$ cat config.mk
export PLATFORM = sky130hd
export DESIGN_NAME = dsss_queue
export DESIGN_NICKNAME = d
export VERILOG_FILES = /design/src/sv/dsss_pkg.sv /design/src/sv/dsss_queue.sv
export SDC_FILE = /design/constraint.sdc
export NUM_CORES = 1
export LEC_CHECK = 0
export ABC_CLOCK_PERIOD_IN_PS = 1600
export BUFFER_PORTS_ARGS = -buffer_cell sky130_fd_sc_hd__buf_2
export CELL_PAD_IN_SITES_DETAIL_PLACEMENT = 0
export CELL_PAD_IN_SITES_GLOBAL_PLACEMENT = 2
export CORE_AREA = 4 4 62 79
export DETAILED_ROUTE_END_ITERATION = 12
export DIE_AREA = 0 0 66 83
export GPL_TIMING_DRIVEN = 0
export PLACE_DENSITY = 0.84
export SYNTH_ARGS = -nofsm -noshare
export SYNTH_HDL_FRONTEND = slang
export SYNTH_SLANG_ARGS = --single-unit
$ cat constraint.sdc
create_clock -name clk -period 1.6 [get_ports clk]
set_input_delay 0.16 -clock clk [delete_from_list [all_inputs] [get_ports clk]]
set_output_delay 0.16 -clock clk [all_outputs]
set_load 0.005 [all_outputs]
$ cat src/sv/dsss_pkg.sv
`default_nettype none

package dsss_pkg;

    localparam int unsigned VALUE_W    = 32;
    localparam int unsigned COUNT_W    = 4;
    localparam int unsigned WIRING_W   = 24;
    localparam int unsigned CFG_DATA_W = 24;
    localparam int unsigned QUEUE_DEPTH = 4;
    localparam int unsigned QPTR_W     = 2;
    localparam int unsigned QCNT_W     = 3;

    localparam logic [COUNT_W-1:0]  DIGIT_COUNT_RESET = 4'd1;
    localparam logic [WIRING_W-1:0] WIRING_RESET      = 24'hFAC688;

    localparam logic [31:0] RECIP_TEN = 32'hCCCCCCCD;

    localparam logic [7:0] GLYPH_BLANK = 8'b00000000;

    typedef enum logic [0:0] {
        REG_DIGIT_COUNT = 1'b0,
        REG_SEGMENT_WIRING = 1'b1
    } reg_index_t;

    typedef struct packed {
        logic [COUNT_W-1:0]  digit_count;
        logic [WIRING_W-1:0] segment_wiring;
    } cfg_t;

    typedef struct packed {
        logic [7:0] pattern;
        logic       last;
    } entry_t;

    function automatic logic [7:0] digit_glyph(input logic [3:0] digit);
        logic [7:0] g;
        begin
            case (digit)
                4'd0: g = 8'b11111100;
                4'd1: g = 8'b01100000;
                4'd2: g = 8'b11011010;
                4'd3: g = 8'b11110010;
                4'd4: g = 8'b01100110;
                4'd5: g = 8'b10110110;
                4'd6: g = 8'b10111110;
                4'd7: g = 8'b11100000;
                4'd8: g = 8'b11111110;
                4'd9: g = 8'b11110110;
                default: g = GLYPH_BLANK;
            endcase
            return g;
        end
    endfunction

    // segment n sits at glyph bit 7-n, wiring field n gives its output bit
    function automatic logic [7:0] remap_glyph(input logic [7:0] glyph,
                                               input logic [WIRING_W-1:0] wiring);
        logic [7:0] outb;
        logic [2:0] pos;
        begin
            outb = 8'h00;
            for (int seg = 0; seg < 8; seg++)
            begin
                pos = wiring[3*seg +: 3];
                if (glyph[7-seg])
                begin
                    outb[pos] = 1'b1;
                end
            end
            return outb;
        end
    endfunction

endpackage

`default_nettype wire

$ cat src/sv/dsss_queue.sv
`default_nettype none

module dsss_queue (
    input  wire logic             clk,
    input  wire logic             rst_n,
    input  wire logic             push,
    input  wire dsss_pkg::entry_t wdata,
    input  wire logic             pop,
    output dsss_pkg::entry_t      rdata,
    output logic                  full,
    output logic                  empty
);

    dsss_pkg::entry_t mem [dsss_pkg::QUEUE_DEPTH];

    logic [dsss_pkg::QPTR_W-1:0] wr_reg, wr_next;
    logic [dsss_pkg::QPTR_W-1:0] rd_reg, rd_next;
    logic [dsss_pkg::QCNT_W-1:0] cnt_reg, cnt_next;

    assign full  = (cnt_reg == dsss_pkg::QCNT_W'(dsss_pkg::QUEUE_DEPTH));
    assign empty = (cnt_reg == '0);
    assign rdata = mem[rd_reg];

    always_comb
    begin
        wr_next  = wr_reg;
        rd_next  = rd_reg;
        cnt_next = cnt_reg;
        if (push)
            wr_next = wr_reg + dsss_pkg::QPTR_W'(1);
        if (pop)
            rd_next = rd_reg + dsss_pkg::QPTR_W'(1);
        if (push && !pop)
            cnt_next = cnt_reg + dsss_pkg::QCNT_W'(1);
        else if (pop && !push)
            cnt_next = cnt_reg - dsss_pkg::QCNT_W'(1);
    end

    always_ff @(posedge clk or negedge rst_n)
    begin
        if (!rst_n)
        begin
            wr_reg  <= '0;
            rd_reg  <= '0;
            cnt_reg <= '0;
        end
        else
        begin
            wr_reg  <= wr_next;
            rd_reg  <= rd_next;
            cnt_reg <= cnt_next;
        end
    end

    always_ff @(posedge clk)
    begin
        if (push)
            mem[wr_reg] <= wdata;
    end

endmodule

`default_nettype wire

**After elaboration in Yosys (flattened, before gate mapping)**

Memory sizes are Yosys's and may differ from the RTL's.
Cells that the tools add are included.

- Register bits: 7
- Bits in writable memories: 36
- Input port bits: 13
- Output and inout bits: 11
- Logic and storage cells: 19
- Memories: 1

Memories:

| memory | words | bits a word | rd ports | clocked after memory_dff | write ports | RTL line | source |
|---|---|---|---|---|---|---|---|
| mem | 4 | 9 | 1 | 0 | 1 | dsss_queue.sv:14 | `dsss_pkg::entry_t mem [dsss_pkg::QUEUE_DEPTH];` |

- Add/subtract/negate cells: 4
- Equal/unequal tests: 1
- Multiplexer cells: 4
- Reduce and logical (&&, ||, !) cells: 6

Operator list:

| operator | number |
|---|---|
| 3-bit 2-to-1 mux | 2 |
| 2-bit by 1-bit adder with 2-bit output, second input constant | 2 |
| 3-bit by 1-bit adder with 3-bit output, second input constant | 1 |
| 3-bit equality test, second input constant | 1 |
| 3-bit logical NOT | 1 |
| 3-bit by 1-bit subtractor with 3-bit output, second input constant | 1 |
| 1-bit logical AND | 2 |
| 1-bit logical NOT | 2 |
| 1-bit 2-to-1 mux | 2 |
| 2-bit nonzero test | 1 |

**Depth between registers and ports, before layout**

- Depth in word-level cells: 4
- Gate-level depth with buffers: 7
- Gate-level depth less buffers: 7

**Worst setup path after synthesis**

Ideal clock, no wire load.

- Path type: reg-to-reg
- From: reg cnt_reg[0] (netlist name)
- To: reg cnt_reg[2] (netlist name)
- Setup time: 0.079 ns
- Arrival: 1.237 ns
- Path slack: 0.284 ns
- Cell stages (with the launch flop): 5
- Path through: dfrtp_1 fa_1 xor2_1 nor2_1 xor2_1

- Longest elaborated chain between the ends: 3

RTL lines:

| item | RTL line | source |
|---|---|---|
| start: declaration | dsss_queue.sv:18 | `logic [dsss_pkg::QCNT_W-1:0] cnt_reg, cnt_next;` |
| start signal: assignment | dsss_queue.sv:51 | `cnt_reg <= cnt_next;` |
| 3-bit by 1-bit subtractor with 3-bit output | dsss_queue.sv:36 | `cnt_next = cnt_reg - dsss_pkg::QCNT_W'(1);` |
| 3-bit 2-to-1 mux | dsss_queue.sv:35 | `else if (pop && !push)` |
| 3-bit 2-to-1 mux * | dsss_queue.sv:33 | `if (push && !pop)` |

Mark *: on every way between the ends. The rest lies on a longest branch, timed or not. The select of a mux whose other input is x is not followed.
A chain may end at the register's enable or synchronous reset.

==> qor.yml <==
critical_path:
  criticalPathCategory: "register to primary output"
  worst_ep_arrival_time_ns: 1.49
  worstPathRequired_ns: 1.44
  critical_path.slowest_cell: "mux4_2"
  critical-path-max-stage-delay_ns: 0.47
  path_cells: "clkbuf_16, mux4_2, buf_2"
  crit_fanout: 4
  endpoint_kind: "primary output"
  cp-start-kind: "register"
synthesis:
  synth_cells: 81
  synth_top_area_frac: 0.638
  synth_most_common_cell: "edfxtp_1"
  avgSynthCellArea_sq_um: 20.9
  syn_nets: 100
  synth_top_area_cell: "edfxtp_1"
  synth_warnings: 0
  synth.distinct_cells: 18
  synth-edff-count: 36
  synth-seq-cells: 43
  synth_common_cells: "edfxtp_1 (36), mux4_2 (8), dfrtp_1 (7)"
  netlist_area_sq_um: 1690
  synth_area_leaders: "edfxtp_1 (64%), mux4_2 (11%), dfrtp_1 (10%)"
  async_flop_share: 0.163
  yosysSeqAreaShare: 0.742
  synthFlopType: "edfxtp_1"
power_and_ir_drop:
  switchingPower_uw: 943
  peakVddDrop_mv: 0.962
  pwr-share-comb: 0.289
  power_density_nw_per_um2: 1770
  intPower_uw: 2720
  pwr-share-clk: 0.265
  p_leak_uw: 0.000775
  pwr-share-seq: 0.446
  swShare: 0.258
clock_network:
  clk_latency_ns: 0.29
  cts_root_buffer: "clkbuf_8"
  clk_path_buf_depth: 2
  cts.sinks: 43
  htreeDepth: 2
  cts_buffers: 5
  cts_tree: "yes"
  clkTransAtPathRegs_ns: 0.08
placed_design:
  gp_congestion: 0.664
  placed_area_sq_um: 1880
  pre_cts_slack_ns: 0.0897
  portBuffers: 23
  dp_hpwl_um: 1810
timing:
  skew_ns: 0.00604
  slew_headroom: 0.669
  grt_setup_unrepaired: "true"
  setup_ws_ns: -0.0478
  worstMarginPinSlew_ns: 0.496
  hold_viol_final: 0
  fin_crit_ns: 1.65
  setup_viol: 8
  slew_violations: 0
  max_freq_mhz: 607
  fin_crit_sh: 1.03
floorplanning:
  die_w_um: 66
  die-area_sq_um: 5480
  initial_core_util: 0.401
  io_pins: 24
  coreArea_sq_um: 4220
  rows: 27
  die_y_um: 83
final_layout:
  final_util: 0.488
  layout-drive-gt1-share: 0.383
  largest_reg_flops: 36
  design_area_sq_um: 2060
  final_nets: 133
  syn_to_final_growth_pct: 21.7
  diodes: 0
  n_fill_cell: 353
run_status:
  status: "complete, but fails checks"
  violations: "setup timing"
global_route:
  antenna_found_initial: 0
  overflow: 0
  grt.total_usage: 0.110
  grt_pass1_vias: 886
  grt_first_pass_wirelength_um: 4440
  grt_max_degree: 14
routing:
  drt_pass1_iterations: 4
  vias_per_cell: 4.64
  dr_wl_met3_um: 138
  met2WireLength_um: 1410
  drc: 0
  wl_met1_um: 1080
  vias: 802
  ant_nets: 0
  post_drt_wl_per_cell_um: 15.6
  wl_um: 2690
  highest_layer: "met4"
  drt_iter0_drc: 28
flow_run:
  maxCapViolCount: 0
hold_path:
  hp-class: "input port to register"
## cell families after synthesis
kind of cell,after synthesis,synth area share
xor gates and xnor gates,6,0.0310
buffers and inverters,6,0.0185
muxes,10,0.129
adders and majority gates,6,0.0487
DFF,43,0.742
AOI/OAI and AO/OA,1,0.00295
and+or+nand+nor,9,0.0288
## placed cells by master (no fill, tap or decap), drive strengths merged
master       Yosys  routed
nor3b            1       1
dfrtp            7       7
dlygate4sd3      0       1
and2             4       4
ha               5       5
mux4             9       9
clkbuf           0       7
edfxtp          36      36
inv              4       4
fa               1       1
nand2            2       2
o21ai            1       1
nor2             1       1
mux2             1       1
xnor2            2       2
nor3             1       1
bufinv           0       2
xor2             4       4
buf              2      26
## worst max-delay path, delay by kind of cell (launching register included)
family	cells	cell delay, ns
buffers and inverters	2	0.31
DFF	1	0.42
muxes	1	0.47
## timing repair
| item | in CTS | in global routing |
|---|---|---|
| resized for setup | 1 | 1 |
| setup buffers | 1 | 0 |
| gates cloned | 0 | 1 |
| setup endpoints to repair | 8 | 8 |
| hold endpoints to repair | 7 | 0 |
| hold buffers | 1 | 0 |
## area by class of cell
class	instances	area, sq um	share of cell area
plain buffers	2	20.0	0.00971
multi-input cells	32	407	0.197
repair buffers	26	158	0.0765
inverters	4	15.0	0.00728
flip-flops and latches	43	1260	0.610
clock buffers	6	72.6	0.0352
clock inverters	2	60.1	0.0291
well taps	58	72.6	0.0352
## path summary, 6_finish.rpt
kind | start | to | slack (ns) | cells past startpoint
hold / removal | wdata[6] | mem[2][6] | 0.08 | 1
hold reg to reg | cnt_reg[2] | cnt_reg[2] | 0.49 | 1
setup reg to reg | wr_reg[0] | mem[0][4] | 0.15 | 3
min in group asynchronous | rst_n | wr_reg[1] | 0.24 | 2
max in group asynchronous | rst_n | rd_reg[0] | 1.19 | 2
setup / recovery | rd_reg[0] | rdata[3] | -0.05 | 3
## power groups by stage
stage	clock, uW	sequential (uW)	combinational (uW)
after global placement	0	1630	978
final	969	1630	1060
after global routing	1060	1660	1170
after floorplan	0	1610	672
after CTS	991	1630	1030
after detailed placement	0	1650	998
## stage by stage
stage / total power (uW) / hold slack, ns / TNS, ns / std cells
floorplan: 2280 / -0.136 / 0 / 81
CTS: 3650 / 0.0736 / -0.494 / 172
global route: 3890 / 0.0737 / -0.741 / 173
finish: 3660 / 0.0783 / -0.295 / 173
detailed placement: 2640 / 0.0103 / 0 / 162
global placement: 2610 / 0.00568 / 0 / 162
## routing by layer
metal  up-vias  GRT usage
li1        374          -
met1       400      0.120
met2        21      0.187
met3         7     0.0365
met4         0     0.0555
met5         -          0
Note: power is estimated with default switching activity, not from simulation.
