$ cat src/sv/dsss_pkg.sv
`default_nettype none

package dsss_pkg;

    localparam int unsigned VALUE_W    = 32;
    localparam int unsigned COUNT_W    = 4;
    localparam int unsigned WIRING_W   = 24;
    localparam int unsigned CFG_DATA_W = 24;
    localparam int unsigned QUEUE_DEPTH = 4;
    localparam int unsigned QPTR_W     = 2;
    localparam int unsigned QCNT_W     = 3;

    localparam logic [COUNT_W-1:0]  DIGIT_COUNT_RESET = 4'd1;
    localparam logic [WIRING_W-1:0] WIRING_RESET      = 24'hFAC688;

    localparam logic [31:0] RECIP_TEN = 32'hCCCCCCCD;

    localparam logic [7:0] GLYPH_BLANK = 8'b00000000;

    typedef enum logic [0:0] {
        REG_DIGIT_COUNT = 1'b0,
        REG_SEGMENT_WIRING = 1'b1
    } reg_index_t;

    typedef struct packed {
        logic [COUNT_W-1:0]  digit_count;
        logic [WIRING_W-1:0] segment_wiring;
    } cfg_t;

    typedef struct packed {
        logic [7:0] pattern;
        logic       last;
    } entry_t;

    function automatic logic [7:0] digit_glyph(input logic [3:0] digit);
        logic [7:0] g;
        begin
            case (digit)
                4'd0: g = 8'b11111100;
                4'd1: g = 8'b01100000;
                4'd2: g = 8'b11011010;
                4'd3: g = 8'b11110010;
                4'd4: g = 8'b01100110;
                4'd5: g = 8'b10110110;
                4'd6: g = 8'b10111110;
                4'd7: g = 8'b11100000;
                4'd8: g = 8'b11111110;
                4'd9: g = 8'b11110110;
                default: g = GLYPH_BLANK;
            endcase
            return g;
        end
    endfunction

    // segment n sits at glyph bit 7-n, wiring field n gives its output bit
    function automatic logic [7:0] remap_glyph(input logic [7:0] glyph,
                                               input logic [WIRING_W-1:0] wiring);
        logic [7:0] outb;
        logic [2:0] pos;
        begin
            outb = 8'h00;
            for (int seg = 0; seg < 8; seg++)
            begin
                pos = wiring[3*seg +: 3];
                if (glyph[7-seg])
                begin
                    outb[pos] = 1'b1;
                end
            end
            return outb;
        end
    endfunction

endpackage

`default_nettype wire

$ cat src/sv/dsss_back.sv
`default_nettype none

module dsss_back (
    input  wire logic             clk,
    input  wire logic             rst_n,
    input  wire logic             q_empty,
    input  wire dsss_pkg::entry_t q_entry,
    output logic                  q_pop,
    output logic                  out_valid,
    input  wire logic             out_ready,
    output logic                  serial_bit,
    output logic                  latch_and_last
);

    logic [7:0] sh_reg, sh_next;
    logic       last_reg, last_next;
    logic [2:0] bit_reg, bit_next;
    logic       active_reg, active_next;
    logic       fire;
    logic       byte_done;

    assign out_valid      = active_reg;
    assign serial_bit     = sh_reg[7];
    assign latch_and_last = last_reg && (bit_reg == 3'd7);

    assign fire      = active_reg && out_ready;
    assign byte_done = fire && (bit_reg == 3'd7);
    assign q_pop     = (!active_reg || byte_done) && !q_empty;

    always_comb
    begin
        sh_next     = sh_reg;
        last_next   = last_reg;
        bit_next    = bit_reg;
        active_next = active_reg;
        if (q_pop)
        begin
            sh_next     = q_entry.pattern;
            last_next   = q_entry.last;
            bit_next    = 3'd0;
            active_next = 1'b1;
        end
        else if (byte_done)
        begin
            active_next = 1'b0;
        end
        else if (fire)
        begin
            sh_next  = {sh_reg[6:0], 1'b0};
            bit_next = bit_reg + 3'd1;
        end
    end

    always_ff @(posedge clk or negedge rst_n)
    begin
        if (!rst_n)
        begin
            active_reg <= 1'b0;
            bit_reg    <= '0;
        end
        else
        begin
            active_reg <= active_next;
            bit_reg    <= bit_next;
        end
    end

    always_ff @(posedge clk)
    begin
        sh_reg   <= sh_next;
        last_reg <= last_next;
    end

endmodule

`default_nettype wire

$ cat config.mk
export PLATFORM = sky130hd
export DESIGN_NAME = dsss_back
export DESIGN_NICKNAME = d
export VERILOG_FILES = /design/src/sv/dsss_pkg.sv /design/src/sv/dsss_back.sv
export SDC_FILE = /design/constraint.sdc
export NUM_CORES = 1
export LEC_CHECK = 0
export BUFFER_PORTS_ARGS = -buffer_cell sky130_fd_sc_hd__buf_2
export CELL_PAD_IN_SITES_DETAIL_PLACEMENT = 1
export CELL_PAD_IN_SITES_GLOBAL_PLACEMENT = 1
export CORE_AREA = 2 2 42 44
export DETAILED_ROUTE_END_ITERATION = 10
export DIE_AREA = 0 0 44 46
export PLACE_DENSITY_LB_ADDON = 0.05
export SLEW_MARGIN = 20
export SYNTH_ARGS = -nofsm -noshare
export SYNTH_HDL_FRONTEND = slang
export SYNTH_SLANG_ARGS = --single-unit
$ cat constraint.sdc
create_clock -name clk -period 2.9 [get_ports clk]
set_input_delay 0.435 -clock clk [delete_from_list [all_inputs] [get_ports clk]]
set_output_delay 0.435 -clock clk [all_outputs]
set_load 0.03 [all_outputs]
# Word level (Yosys, flattened, before mapping)
# Cells that the tools add are included.
# Widths: inputs -> output; s select.
totals:
  register_bits: 13
  input_bits: 13
  output_inout_bits: 4
  word_cells: 25
classes:
  addsub: 1
  eq_ne: 2
  mux: 8
  n_reduce_logical: 10
op_table:
  columns: ["op", "count"]
  rows:
  - ["$mux 8", 3]
  - ["$mux 3", 3]
  - ["$logic_and 1x1->1", 4]
  - ["$reduce_bool 2->1", 2]
  - ["$add 3x1->3 const B", 1]
  - ["$eq 3x3->1 const B", 1]
  - ["$logic_not 1->1", 2]
  - ["$mux 1", 2]
  - ["$ne 2x2->1 const B", 1]
  - ["$reduce_and 2->1", 1]
  - ["$logic_or 1x1->1", 1]

# Logic depth before layout (Yosys ltp)
# Gate-level depths: netlist of the first run.
depth:
  ltp_word: 6
  depth_mapped: 5
  mapped_depth_nobuf: 5

# Least setup slack after synthesis of the first run
# OpenSTA, ideal clock, no wires.
synth_path:
  kind: "reg-to-reg"
  start: "register bit_reg[0]"
  end: "register sh_reg[0] (enable)"
  setup_ns: 0.375
  arrival_time_ns: 1.469
  required_ns: 2.525
  setup_slack_ns: 1.056
  stages_incl_launch_ff: 5
  path_buffers: 0
  period_less_slack_ns: 1.844
  cell_sequence: "dfrtp_1 > ha_1 > ha_1 > nand2b_1 > a21oi_1"
synth_between:
  elab_chain_len: 6
  word_cells_on_any_way: 7
  cone_classes: "eq/ne: 2; reduce/logical: 5"
synth_lines:
  columns: ["item", "line_no", "source"]
  rows:
  - ["start, declared", "dsss_back.sv:17", "logic [2:0] bit_reg, bit_next;"]
  - ["start signal, assigned", "dsss_back.sv:64", "bit_reg <= bit_next;"]
  - ["$eq 3x3->1 (*)", "dsss_back.sv:27", "assign byte_done = fire && (bit_reg == 3'd7);"]
  - ["$logic_and 1x1->1 (*)", "dsss_back.sv:27", null]
  - ["$logic_or 1x1->1", "dsss_back.sv:28", "assign q_pop = (!active_reg || byte_done) && !q_empty;"]
  - ["$logic_and 1x1->1", "dsss_back.sv:28", null]
  - ["$ne 2x2->1 (no line) or $reduce_bool 2->1 (tied branches)", null, null]
  - ["$reduce_and 2->1 (no line) (*)", null, null]
  - ["end signal, assigned", "dsss_back.sv:70", "sh_reg <= sh_next;"]
  - ["end, declared", "dsss_back.sv:15", "logic [7:0] sh_reg, sh_next;"]
# Every way passes the cells marked *; elsewhere a longest branch is shown, timed or not.
# A chain may end at the register's enable or synchronous reset.

# Worst setup path in the final report of the first run
layout_path:
  start: "register bit_reg[0]"
  end: "output port q_pop"
layout_between:
  elab_chain_len: 4
layout_lines:
  columns: ["item", "line_no", "source"]
  rows:
  - ["$eq 3x3->1", "dsss_back.sv:27", null]
  - ["$logic_and 1x1->1", "dsss_back.sv:27", null]
  - ["$logic_or 1x1->1", "dsss_back.sv:28", null]
  - ["$logic_and 1x1->1", "dsss_back.sv:28", null]
  - ["end, declared", "dsss_back.sv:8", "output logic q_pop,"]
# Every way passes these cells.

==> impl_metrics.ini, run 1 <==
[final_layout]
fillers = 184
final_common_cell = buf_2
area_growth_pct = 24.0
nets = 82
largest_reg_flops = 8
drive_gt1_frac = 0.439
design_area_sq_um = 749
layout_common_cells = 16 x buf_2, 9 x edfxtp_1, 7 x mux2_2, 7 x nand2_1, 4 x dfrtp_1
num_antenna_cells = 0

[sta]
finalCritPeriodShare = 0.745
fmaxAchievable_mhz = 463
worst-slew-pin-transition_ns = 0.311
finClkSkew_ns = 0.00366
rsz0062_at_grt = no
timing.final.hold_violations = 0
drv_slew = 0
min_period_ns = 2.16
final.setup.tns_ns = 0
finalSetupViolations = 0
slew_headroom = 0.790

[worst_setup_path]
arrival_ns = 1.73
crit_slowest_cell = dfrtp_1
end_kind = output port
cp-start-kind = flop
max_stage_delay_ns = 0.38
path_common_cell = ha_1
critPathMaxFanout = 10
crit_buf_inv = 1
worstPathRequired_ns = 2.47
path_cells = ha_1 -> ha_1 -> nand2_2 -> a21oi_4 -> buf_2
path_class = flop to output port
cpLargestDelayFamily = adder cells

[synthesis]
yosys_warnings = 0
netlist_instances = 44
synth_nets = 59
ys_types = 15
avgSynthCellArea_sq_um = 13.7
syn-cell-area_sq_um = 604
yosysSeqAreaShare = 0.613
ys_ff_latch = 13

[place]
io_buffers = 16
routabilityCongestion = 0.706
dpl-instance-area_sq_um = 713
dp_hpwl_um = 767

[power_and_ir_drop]
combinationalPowerShare = 0.280
p_sw_frac = 0.295
clkPwrFrac = 0.206
p_leak_uw = 0.000321
p_switching_uw = 158
power_uw = 537
peakVddDrop_uv = 293
powerDensity_mw_per_mm2 = 716
seqPwrFrac = 0.515
internal_power_uw = 378

[clock_tree]
clock_latency_ns = 0.27
hold_buffers = 1
htreeDepth = 1
cts_buffer_depth = 2
cts_root_buf = clkbuf_4
cts_tree = built
post_cts_buffers = 0
cts_num_sinks = 13
cts_resized = 0
path_clk_slew_ns = 0.08
numCtsBuffers = 3

[floorplan]
fp.dieW_um = 44
die_y_um = 46
fp.dieArea_sq_mm = 0.00202
pin_count = 17
fp-row-count = 15
coreArea_sq_mm = 0.00161
initial_utilization = 0.374

[detailed_routing]
routed_wl_um = 1010
first_pass_iters = 3
route.detailed.drc = 0
dr_total_vias = 409
vias_per_cell = 4.93
wl_per_cell_um = 12.2
drt_iter0_drc = 2
antenna_left = 0

[outcome]
status = complete, no violations

[grt]
grt_pass1_wl_um = 1680
overflow = 0
antenna_found_initial = 0
grt_use_total = 0.119
first_global_vias = 400
grt_max_degree = 11

[worst_hold_path]
hold_class = input port to flop

[run]
cap_viol_max_count = 0
==> cells by family (layout without fill, tap and decap cells) <==
logic type	count (synthesis)	in the layout	synth area share
compound gates	5	5	0.0787
fa+ha+maj	2	2	0.0414
buf+inv	2	24	0.0124
flops	13	13	0.613
mux	7	7	0.130
simple gates	15	15	0.124
==> routing by layer <==
layer	wire [um]	GRT usage
met5	0	0
met4	27	0.0909
met3	63	0.0238
met2	445	0.171
met1	478	0.158
==> through the flow <==
step	setup slack, ns	cells	util	hold WS [ns]
floorplan	1.06	44	-	0.139
global placement	1.02	78	0.442	0.254
detailed placement	1.01	78	0.442	0.249
CTS	0.685	83	0.464	0.326
global route	0.588	83	0.464	0.321
finish	0.739	83	0.464	0.337
==> cell usage after synthesis <==
master    instances  area [sq um]
edfxtp_1          9           270
mux2_2            7          78.8
nand2_1           7          26.3
dfrtp_1           4           100
nand2b_1          3          18.8
and2_1            2          12.5
ha_1              2          25.0
inv_1             2          7.51
o221ai_1          2          17.5
a21oi_1           1          5.00
a21oi_4           1          16.3
nand2_2           1          6.26
nand3_1           1          5.00
nor2b_1           1          6.26
o311ai_0          1          8.76
==> final timing paths <==
kind / start / end / slack (ns) / cells past startpoint
max: bit_reg[0]$_DFFE_PN0P_ / q_pop / 0.74 / 5
min reg2reg: bit_reg[1]$_DFFE_PN0P_ / bit_reg[1]$_DFFE_PN0P_ / 0.53 / 2
min in group asynchronous: rst_n / out_valid$_DFFE_PN0P_ / 0.49 / 2
max reg2reg: bit_reg[0]$_DFFE_PN0P_ / sh_reg[2]$_DFFE_PP_ / 1.09 / 5
min: q_entry[0] / last_reg$_DFFE_PP_ / 0.34 / 1
max in group asynchronous: rst_n / bit_reg[2]$_DFFE_PN0P_ / 2.29 / 2
==> power groups by stage <==
stage | clock [uW] | combinational (uW) | sequential, uW
floorplan | 0 | 101 | 285
global placement | 0 | 150 | 280
detailed placement | 0 | 151 | 281
CTS | 117 | 154 | 277
global route | 123 | 171 | 284
finish | 110 | 150 | 276
==> layout make-up <==
| type | count | area, sq um | share of cell area |
|---|---|---|---|
| timing repair buffer | 18 | 97.6 | 0.130 |
| clock buffer | 4 | 26.3 | 0.0351 |
| sequential | 13 | 370 | 0.494 |
| tap | 17 | 21.3 | 0.0284 |
| inverter | 2 | 7.51 | 0.0100 |
| multi-input combinational | 29 | 226 | 0.302 |
Power figures use the tool's default switching activity.
==> run 2: changes to the inputs <==
- CORE_AREA: 2 2 42 44 -> 2 2 46 48
- DIE_AREA: 0 0 44 46 -> 0 0 48 50
- clock period: 2.9 -> 1.9 ns (I/O delays scaled with it)
==> run 2 against run 1 <==
  * Register-to-register slack got worse by 0.91 ns
  * Sequential share of layout area fell by 3.7 points
  * Non-clock buffer count rose by 6
  * Design area rose by 8.0%
  * Die area rose by 19%
  * Clock-buffer cell count did not move
  * Power rose by 63%
  * Worst setup slack got worse by 0.65 ns
  * Sequential power rose by 53%
  * Flip-flop and latch count did not move
  * Critical path type unchanged
==> impl_metrics.ini, run 2 (synthesis gave the netlist of run 1 again) <==
[sta]
rsz0062_at_grt = no
finClkSkew_ns = 0.00554
finalSetupViolations = 0
worst-slew-pin-transition_ns = 0.347
min_period_ns = 1.81
drv_slew = 0
final.setup.tns_ns = 0
timing.final.hold_violations = 0
finalCritPeriodShare = 0.953
slew_headroom = 0.766
fmaxAchievable_mhz = 553

[power_and_ir_drop]
peakVddDrop_uv = 379
p_leak_uw = 0.000350
powerDensity_mw_per_mm2 = 1080

[worst_setup_path]
cp-start-kind = flop
arrival_ns = 1.52
critPathMaxFanout = 4
rrSetupSlack_ns = 0.18
end_kind = output port
worstPathRequired_ns = 1.62
path_class = flop to output port

[detailed_routing]
route.detailed.drc = 0
drt_iter0_drc = 7
wl_per_cell_um = 12.0
dr_total_vias = 445
routed_wl_um = 1190
vias_per_cell = 4.49
antenna_left = 0
first_pass_iters = 2

[final_layout]
fillers = 224
num_antenna_cells = 0
area_growth_pct = 34.0
drive_gt1_frac = 0.500
final_common_cell = buf_2
layout_common_cells = 16 x buf_2, 9 x edfxtp_1, 7 x mux2_2, 7 x nand2_1, 7 x buf_4
design_area_sq_um = 810
largest_reg_flops = 8
nets = 88

[floorplan]
initial_utilization = 0.318
fp.dieArea_sq_mm = 0.00240
pin_count = 17
die_y_um = 50
coreArea_sq_mm = 0.00190
fp-row-count = 16
fp.dieW_um = 48

[place]
dpl-instance-area_sq_um = 733
io_buffers = 16
routabilityCongestion = 0.740
dp_hpwl_um = 880

[clock_tree]
cts_num_sinks = 13
clock_latency_ns = 0.27
htreeDepth = 1
cts_root_buf = clkbuf_4
path_clk_slew_ns = 0.09
cts_buffer_depth = 2
numCtsBuffers = 3
cts_tree = built

[outcome]
status = complete, no violations

[grt]
grt_max_degree = 9
grt_use_total = 0.124
overflow = 0
first_global_vias = 444
antenna_found_initial = 0
grt_pass1_wl_um = 2040

[worst_hold_path]
hold_class = input port to flop

[run]
cap_viol_max_count = 0
[run 2: cell count changes in the layout (fill, tap and decap cells not counted)]
| cell | change |
|---|---|
| ha_1 | -1 |
| ha_2 | +1 |
| buf_4 | +6 |
[run 2: timing repair]
action,4_1_cts,5_1_grt
endpoints found under the setup margin,1,2
pin swaps,1,0
resized for setup,0,1
hold buffers,1,0
hold endpoints to repair,4,0
buffers inserted,3,2
[run 2: cell type report]
class	instances	area, sq um	area share
well taps	27	33.8	0.0417
multi-input cells	29	229	0.283
clock buffers	4	26.3	0.0325
flip-flops and latches	13	370	0.457
repair buffers	24	143	0.176
inverters	2	7.51	0.00927
[run 2: metal layers]
| layer | track usage | vias to the layer above | wire, um |
|---|---|---|---|
| li1 | - | 218 | - |
| met1 | 0.156 | 215 | 515 |
| met2 | 0.191 | 10 | 623 |
| met3 | 0.0330 | 2 | 46 |
| met4 | 0.0541 | 0 | 6 |
| met5 | 0 | - | 0 |
[run 2: worst max-delay path, stage by stage (launching register included)]
cell     delay (ns)
dfrtp_1        0.40
ha_1           0.21
ha_2           0.19
buf_4          0.14
and2_1         0.14
buf_2          0.17
[run 2: final timing paths]
kind / depth (start not counted) / start / endpoint
setup / recovery: 5 / bit_reg[0]$_DFFE_PN0P_ / latch_and_last
hold / removal: 1 / q_entry[0] / last_reg$_DFFE_PP_
setup reg to reg: 6 / bit_reg[0]$_DFFE_PN0P_ / sh_reg[3]$_DFFE_PP_
hold reg to reg: 2 / bit_reg[2]$_DFFE_PN0P_ / bit_reg[2]$_DFFE_PN0P_
max in group asynchronous: 2 / rst_n / bit_reg[1]$_DFFE_PN0P_
min in group asynchronous: 2 / rst_n / bit_reg[2]$_DFFE_PN0P_
[run 2: report_power, final]
group | leakage, uW | internal (uW) | switching [uW]
registers | 0.000134 | 386 | 35.4
logic | 0.000201 | 147 | 131
clock network | 0.0000150 | 81.3 | 92.5
[run 2: metrics by stage]
stage                util  hold slack (ns)  total power (uW)  setup slack [ns]  cells
floorplan               -          -0.0106               589            0.0560     44
global placement    0.386            0.102               664             0.133     89
detailed placement  0.386            0.103               669            0.0858     89
CTS                 0.416            0.189               853            0.0100     97
global route        0.426            0.178               944            0.0201     99
finish              0.426            0.196               873            0.0901     99
==> run 3: changes to the inputs <==
- CORE_AREA: 2 2 46 48 -> 8 8 52 54
- DIE_AREA: 0 0 48 50 -> 0 0 60 62
==> run 3 against run 2 <==
  * Sequential share of layout area increased by 1.5 points
  * Combinational power decreased by 6%
  * Clock power decreased by 2%
  * Via count decreased by 4.9%
  * Non-clock buffer count decreased by 3
  * Register-to-register slack got worse by 0.02 ns
  * Power decreased by 3.0%
  * Final cell count decreased by 3.0%
  * Worst hold slack got worse by 0.010 ns
  * Design area decreased by 3.1%
  * Fmax decreased by 0.76%
  * Clock-buffer cell count unchanged
==> impl_metrics.ini, run 3 (synthesis gave the netlist of run 1 again) <==
[detailed_routing]
antenna_left = 0
routed_wl_um = 1210
dr_total_vias = 423
drt_iter0_drc = 1
wl_per_cell_um = 12.6
first_pass_iters = 3
route.detailed.drc = 0
vias_per_cell = 4.41

[final_layout]
num_antenna_cells = 0
layout_common_cells = 16 x buf_2, 9 x edfxtp_1, 7 x mux2_2, 7 x nand2_1
largest_reg_flops = 8
nets = 85
fillers = 212
drive_gt1_frac = 0.464
final_common_cell = buf_2
area_growth_pct = 29.8
design_area_sq_um = 785

[worst_setup_path]
critPathMaxFanout = 4
cp-start-kind = flop
max_stage_delay_ns = 0.40
arrival_ns = 1.54
crit_buf_inv = 2
crit_slowest_cell = dfrtp_1
cpLargestDelayFamily = adder cells
path_common_cell = ha_1
end_kind = output port
path_cells = ha_1 -> ha_1 -> buf_4 -> and2_1 -> buf_2
path_class = flop to output port
worstPathRequired_ns = 1.62

[power_and_ir_drop]
powerDensity_mw_per_mm2 = 1080
seqPwrFrac = 0.493
p_sw_frac = 0.295
internal_power_uw = 597
combinationalPowerShare = 0.307
clkPwrFrac = 0.200
peakVddDrop_uv = 403
power_uw = 847
p_leak_uw = 0.000337
p_switching_uw = 250

[clock_tree]
cts_resized = 0
path_clk_slew_ns = 0.08
clock_latency_ns = 0.27
cts_buffer_depth = 2
cts_root_buf = clkbuf_4
numCtsBuffers = 3
cts_num_sinks = 13
htreeDepth = 1
cts_tree = built

[sta]
timing.hold.ws_ns = 0.186
min_period_ns = 1.82
final.setup.tns_ns = 0
worst-slew-pin-transition_ns = 0.311
finalSetupViolations = 0
finalCritPeriodShare = 0.960
drv_slew = 0
rsz0062_at_grt = no
slew_headroom = 0.790
fmaxAchievable_mhz = 548
timing.final.hold_violations = 0
finClkSkew_ns = 0.00262

[floorplan]
die_y_um = 62
initial_utilization = 0.318
fp-row-count = 16
coreArea_sq_mm = 0.00190
pin_count = 17
fp.dieW_um = 60
fp.dieArea_sq_mm = 0.00372

[grt]
grtUsageMet3 = 0.0185
top_usage_layer = met2
first_global_vias = 459
grt_pass1_wl_um = 1970
antenna_found_initial = 0
met1_usage = 0.0778
grt_use_total = 0.0738
overflow = 0
grt_max_degree = 10
grt.met2_usage = 0.123

[place]
dp_hpwl_um = 905
routabilityCongestion = 0.720
io_buffers = 16
dpl-instance-area_sq_um = 733

[run]
cap_viol_max_count = 0

[worst_hold_path]
hold_class = input port to flop

[outcome]
status = complete, no violations
==> run 3: changes by cell type in the layout (fill, tap and decap cells not counted) <==
cell,delta
ha_1,+1
ha_2,-1
buf_4,-3
==> run 3: path summary, 6_finish.rpt <==
check / from / slack [ns] / endpoint / cells past startpoint
worst max register to register: bit_reg[1]$_DFFE_PN0P_ / 0.16 / sh_reg[5]$_DFFE_PP_ / 6
min in group asynchronous: rst_n / 0.34 / bit_reg[1]$_DFFE_PN0P_ / 2
worst min-delay path: q_entry[0] / 0.19 / last_reg$_DFFE_PP_ / 1
max in group asynchronous: rst_n / 1.44 / bit_reg[0]$_DFFE_PN0P_ / 2
worst min register to register: bit_reg[1]$_DFFE_PN0P_ / 0.54 / bit_reg[1]$_DFFE_PN0P_ / 2
worst max-delay path: bit_reg[1]$_DFFE_PN0P_ / 0.08 / latch_and_last / 5
==> run 3: layout make-up <==
class,instances,area [sq um],share of cell area
sequential,13,370,0.472
multi-input combinational,29,226,0.289
timing repair buffer,21,120,0.153
tap,27,33.8,0.0431
clock buffer,4,26.3,0.0335
inverter,2,7.51,0.00957
==> run 3: repair_timing <==
item | in CTS | in global routing
pin swaps | 1 | 0
hold endpoints to repair | 4 | 0
hold buffers | 1 | 0
buffers inserted | 1 | 1
setup endpoints to repair | 1 | 1
==> run 3: layer usage <==
layer,up-vias,routed length (um),share of wire
met1,203,528,0.44
li1,210,-,-
met4,0,10,0.0083
met2,8,634,0.52
met3,2,38,0.031
met5,-,0,0
==> run 3: stage by stage <==
stage,cells,util,setup slack [ns]
2_1_floorplan,44,-,0.0560
3_3_place_gp,89,0.386,0.134
3_5_place_dp,89,0.386,0.0992
4_1_cts,95,0.409,0.0118
5_1_grt,96,0.413,0.00229
6_report,96,0.413,0.0762
==> run 3: power by group through the flow <==
stage / combinational, uW / clock (uW) / sequential [uW]
floorplan: 155 / 0 / 434
global placement: 236 / 0 / 429
detailed placement: 238 / 0 / 429
CTS: 245 / 185 / 424
global route: 293 / 186 / 425
finish: 260 / 170 / 418
